[config.mk]
export PLATFORM = sky130hd
export DESIGN_NAME = srt_cell
export DESIGN_NICKNAME = d
export VERILOG_FILES = /design/src/rtl/srt_pkg.sv /design/src/rtl/srt_cell.sv
export SDC_FILE = /design/constraint.sdc
export NUM_CORES = 1
export LEC_CHECK = 0
export BUFFER_PORTS_ARGS = -buffer_cell sky130_fd_sc_hd__clkbuf_2
export CAP_MARGIN = 0
export CORE_ASPECT_RATIO = 1.1
export CORE_MARGIN = 1.5
export CORE_UTILIZATION = 45
export CTS_CLUSTER_DIAMETER = 100
export DETAILED_ROUTE_END_ITERATION = 10
export PLACE_DENSITY = 0.8
export REMOVE_ABC_BUFFERS = 1
export SETUP_SLACK_MARGIN = 0.4
export SLEW_MARGIN = 15
export SYNTH_ARGS = -nofsm -noshare
export SYNTH_HDL_FRONTEND = slang
export SYNTH_SLANG_ARGS = --single-unit
export TNS_END_PERCENT = 20
[constraint.sdc]
create_clock -name i_clk -period 6.1 [get_ports i_clk]
set_input_delay 0.61 -clock i_clk [delete_from_list [all_inputs] [get_ports i_clk]]
set_output_delay 0.61 -clock i_clk [all_outputs]
set_load 0.05 [all_outputs]
[src/rtl/srt_pkg.sv]
// Package for the shortest-remaining-time scheduler: sizes, codes, the slot
// entry type and the sort key. Used by every file in rtl.
// No dependencies.
package srt_pkg;

    localparam int SLOTS  = 16;
    localparam int SLOT_W = (SLOTS > 1) ? $clog2(SLOTS) : 1;
    localparam int ID_W   = 8;
    localparam int TIME_W = 16;
    localparam int STAT_W = 3;
    localparam int KEY_W  = TIME_W + ID_W + SLOT_W;

    localparam logic CMD_ARRIVE = 1'b0;
    localparam logic CMD_TICK   = 1'b1;

    typedef enum logic [STAT_W-1:0] {
        ST_IDLE   = 3'd0,
        ST_RAN    = 3'd1,
        ST_DONE   = 3'd2,
        ST_ACCEPT = 3'd3,
        ST_FULL   = 3'd4,
        ST_ZERO   = 3'd5
    } t_status;

    // One job as held by a cell. The slot number only breaks ties between
    // jobs with equal remaining time and equal id.
    typedef struct packed {
        logic [TIME_W-1:0] remaining;
        logic [ID_W-1:0]   job;
        logic [SLOT_W-1:0] slot;
        logic [TIME_W-1:0] arrival;
    } t_entry;

    typedef struct packed {
        logic insert;
        logic remove;
        logic dec;
    } t_cell_ctl;

    function automatic logic [KEY_W-1:0] entry_key(input t_entry e);
        return {e.remaining, e.job, e.slot};
    endfunction

endpackage

[src/rtl/srt_cell.sv]
// One cell of the sorted job row. Cells are kept ordered by key, valid ones
// first; a cell takes a value from itself, its neighbors or the new job.
// Depends on srt_pkg.
module srt_cell import srt_pkg::*; (
    input  logic      i_clk,
    input  logic      i_rst_n,
    input  logic      i_prev_valid,
    input  t_entry    i_prev,
    input  logic      i_prev_lt,
    input  logic      i_next_valid,
    input  t_entry    i_next,
    input  t_entry    i_new,
    input  t_cell_ctl i_ctl,
    output logic      o_valid,
    output t_entry    o_entry,
    output logic      o_lt
);

    logic   r_valid;
    logic   n_valid;
    t_entry r_entry;
    t_entry n_entry;

    assign o_valid = r_valid;
    assign o_entry = r_entry;
    // Invalid cells sort after everything.
    assign o_lt    = r_valid && (entry_key(r_entry) < entry_key(i_new));

    always_comb begin
        n_valid = r_valid;
        n_entry = r_entry;
        priority if (i_ctl.remove) begin
            n_valid = i_next_valid;
            n_entry = i_next;
        end else if (i_ctl.insert) begin
            if (!o_lt) begin
                if (i_prev_lt) begin
                    n_valid = 1'b1;
                    n_entry = i_new;
                end else begin
                    n_valid = i_prev_valid;
                    n_entry = i_prev;
                end
            end
        end else if (i_ctl.dec) begin
            n_entry.remaining = r_entry.remaining - TIME_W'(1);
        end else begin
            n_entry = r_entry;
        end
    end

    always_ff @(posedge i_clk) begin
        if (!i_rst_n) begin
            r_valid <= 1'b0;
        end else begin
            r_valid <= n_valid;
        end
    end

    always_ff @(posedge i_clk) begin
        r_entry <= n_entry;
    end

endmodule

Yosys cells after proc, flatten, opt, wreduce, memory -nomap -nowiden:

Index checks and enable logic that the tools add are counted.

* add/subtract/negate cells: 1
* $lt $le $gt $ge: 1
* equality and inequality tests: 2
* muxes and demuxes: 9
* reductions and logical operators: 5

Operators with widths (count)
* two-way mux 44 bit: 4
* < comparator 28 bit: 1
* two-way mux 16 bit: 1
* subtractor 16 x 1 -> 16 bit, second input constant: 1
* two-way mux 1 bit: 4
* AND reduction 2 bit: 2
* inequality test 3 bit, second input constant: 1
* nonzero test 3 bit: 1
* inequality test 2 bit, second input constant: 1
* nonzero test 2 bit: 1
* logical AND 1 bit: 1

* flip-flop bits (word level): 45
* output and inout bits: 46
* word-level logic and storage cells: 23

Depth between registers and ports, before layout:

* word-level depth: 5
* gate-level depth with buffers: 8
* gate-level depth less buffers: 8

Worst setup path after synthesis:

Ideal clock, no wire load.

* path type: flip-flop to flip-flop
* start: reg r_entry (netlist bit o_entry[26])
* end: reg r_entry (netlist bit o_entry[0]) (enable)
* data arrival time: 3620 ps
* path slack: 1997 ps
* cell stages (with the launch flop): 8
* buffers on the path: 0
* path through: edfxtp_1 -> ha_1 -> nand4_1 -> nor2_1 -> or3_1 -> a221o_1 -> a31oi_1 -> o21bai_1

* longest elaborated chain between the ends: 4

RTL lines
* start, declared: RTL line srt_cell.sv:21 `t_entry r_entry;`
* start signal, assigned: RTL line srt_cell.sv:61 `r_entry <= n_entry;`
* < comparator 28 bit: RTL line srt_cell.sv:27 `assign o_lt = r_valid && (entry_key(r_entry) < entry_key(i_new));`
* logical AND 1 bit: RTL line srt_cell.sv:27
* net o_lt: RTL line srt_cell.sv:16 `output logic o_lt`
* inequality test 2 bit (no line)
* AND reduction 2 bit (no line)

The timed path passes the listed nets, and every way through them passes these cells.
A chain may end at the register's enable or synchronous reset.

Worst setup path in the final report:

* start: in i_new[23] (netlist bit)
* end: out o_lt

* longest elaborated chain between the ends: 2

RTL lines
* start, declared: RTL line srt_cell.sv:12 `input t_entry i_new,`
* < comparator 28 bit: RTL line srt_cell.sv:27
* logical AND 1 bit: RTL line srt_cell.sv:27
* end, declared: RTL line srt_cell.sv:16

Every way passes these cells.

==> results.cfg <==
[logic_synthesis]
syn_area_um2 = 3477
syn-instance-count = 379
synthArstFlopShare_pct = 0
synth_seq_cells = 45
synth-edff-count = 44
synth_cell_types = 42
synth-main-ff-cell = edfxtp_1
ys_seq_area_share_pct = 38.58
yosys-top-cells-area = edfxtp_1 (38%), mux2i_1 (12%), ha_1 (10%)
syn_area_per_cell_um2 = 9.174
synth_top_area_share_pct = 38.00
synth_warnings = 0
synth_top_area_cell = edfxtp_1

[grt]
grt_max_degree = 68
grt_pass1_vias = 3296
grt_overflow = 0
grt_pass1_wl_um = 14570
grt_use_total_pct = 22.71
antenna_found_initial = 0

[sta]
slew_headroom_pct = 37.28
rsz0062_at_grt = false
post-route-min-period_ns = 3.346
hold_viol = 0
clock_skew_ns = 0.006101
tightest_slew_ns = 0.9408
final_max_slew_viol_count = 0
max_freq_ghz = 0.2989
fin_crit_sh_pct = 54.85
finalSetupViolCount = 0
fin_setup_tns_ns = 0

[placement]
numPortBuffers = 185
dpl.hpwl_um = 7501
placed_area_um2 = 4452
gp_congestion = 0.8404

[critical_path]
worst_ep_arrival_time_ns = 2.74
cp.depth = 9
crit_fanout = 4
crit_type = in2out
path_cells = clkbuf_2 -> inv_1 -> ha_1 -> a21oi_1 -> nor2_1 -> or3_1 -> a221o_1 -> a31oi_1 -> clkbuf_2
worstPathRequired_ns = 5.49
crit_top_cell = clkbuf_2
cp_top_family = compound AO/OA/AOI/OAI gates
crit_slowest_cell = a31oi_1
critPathBufInv = 3
reg2regPathDepth = 7
endpoint_kind = output pin
slowest_delay_ns = 0.41
critPathLaunchType = input port

[floorplan]
die_area_um2 = 8263
row_count = 33
die_x_um = 86.81
initial_core_util_pct = 46.53
coreArea_um2 = 7473
die_h_um = 95.19
io_pins = 186

[finish]
fin_area_um2 = 4558
layout_commonest_cell = clkbuf_2
area_growth_pct = 31.09
diodes = 0
layout_common_cells = clkbuf_2 (185), nand2_1 (69), o21ai_0 (51), edfxtp_1 (44), mux2i_1 (43)
drive_gt1_share_pct = 36.33
fin_nets = 723

[drt]
wl_met2_um = 4978
wl_per_cell_um = 14.32
wl_met1_um = 3659
vias = 3402
drc = 0
highest_layer = met4
drt_iter0_drc = 210
first_pass_iters = 4
viasPerCell = 5.147
wirelength_um = 9466
ant_nets = 0
wl_met3_um = 598

[clocking]
clock_latency_ns = 0.30
holdBufCountCts = 0
h-tree-depth = 2
clockRootBuffer = clkbuf_8
ctsResizeCount = 0
clk_path_buf_depth = 2
clock_sinks = 45
path_clk_slew_ns = 0.08
cts-buffers-inserted = 5
post_cts_buffers = 0
cts_tree = done

[hold_path]
hold_depth = 3
min_path_type = in2reg

[pwr]
cellLeakagePower_nw = 2.385
vdd_drop_max_mv = 0.1267
power.density_nw_per_um2 = 222.3
power.total_w = 0.001013

[outcome]
status = finished clean

[job]
cap_violations = 0
[state kept, by name, summed over array words and instances, names as in the netlist]
signal	flops
o_entry	44
o_valid	1
[cells by family (layout without fill, tap and decap cells)]
family,Yosys count,count (layout),synth area share [%]
xor gates and xnor gates,12,12,3.023
and+or+nand+nor,114,114,15.62
buffers and inverters,51,228,6.693
AOI/OAI and AO/OA,85,85,13.31
muxes,44,44,12.70
adders and majority gates,28,28,10.08
DFF,45,45,38.58
[path summary, 6_finish.rpt]
check,endpoint,slack (ns),startpoint
min,o_valid$_SDFFE_PN0P_,0.55,i_rst_n
max,o_lt,2.75,i_new[23]
min reg2reg,o_valid$_SDFFE_PN0P_,0.67,o_valid$_SDFFE_PN0P_
max reg2reg,o_entry[41]$_DFFE_PP_,3.13,o_entry[41]$_DFFE_PP_
[stage by stage]
step                worst slack (ns)  std cells  hold WS (ns)  utilization (%)
detailed placement             2.756        653        0.6545            59.57
global route                   2.655        661        0.5469            60.99
floorplan                      1.997        360        0.7260                -
CTS                            2.786        661        0.5427            60.99
finish                         2.754        661        0.5453            60.99
global placement               2.842        653        0.6555            59.57
[synthesized netlist by cell type, types with 2 or more instances]
master	n
nand2b_1	2
inv_1	32
o21ai_0	51
mux2i_1	43
o21bai_1	2
nor3_1	8
edfxtp_1	44
nor2_1	12
or3_1	2
nor2b_1	3
a21oi_1	18
nand4_1	4
a21o_1	2
nand2_1	69
nor4_1	4
nand3_1	2
o31ai_1	2
ha_1	28
xor2_1	8
buf_2	6
buf_6	2
a211oi_1	2
xnor2_1	4
clkbuf_1	9
o21ai_1	3
[per-layer routing]
metal  vias to the layer above  global-route usage (%)
met5                         -                       0
met4                         0                   9.005
met3                        20                   4.156
met2                       136                   41.34
met1                      1547                   26.14
li1                       1699                       -
[worst reg2reg max path: stages, from the launching register on]
cell      delay [ns]
edfxtp_1        0.48
ha_1            0.34
nand4_1         0.18
nor4_1          0.46
nand2_1         0.10
nand4_1         0.12
a31oi_1         0.10
a21oi_2         0.81
[where the power goes]
group | internal [W] | switching (W)
combinational | 0.000123 | 0.000249
sequential | 0.000384 | 0.0000358
clock | 0.000121 | 0.000101
[cell type report]
type,instances,area [um^2]
Timing Repair Buffer,188,948.4
Fill cell,655,2915
Tap cell,105,131.4
Clock buffer,6,72.57
Clock inverter,2,33.78
Inverter,32,120.1
Sequential cell,45,1341
Multi-Input combinational cell,283,1911
No activity file was read; power rests on OpenSTA's default activity.
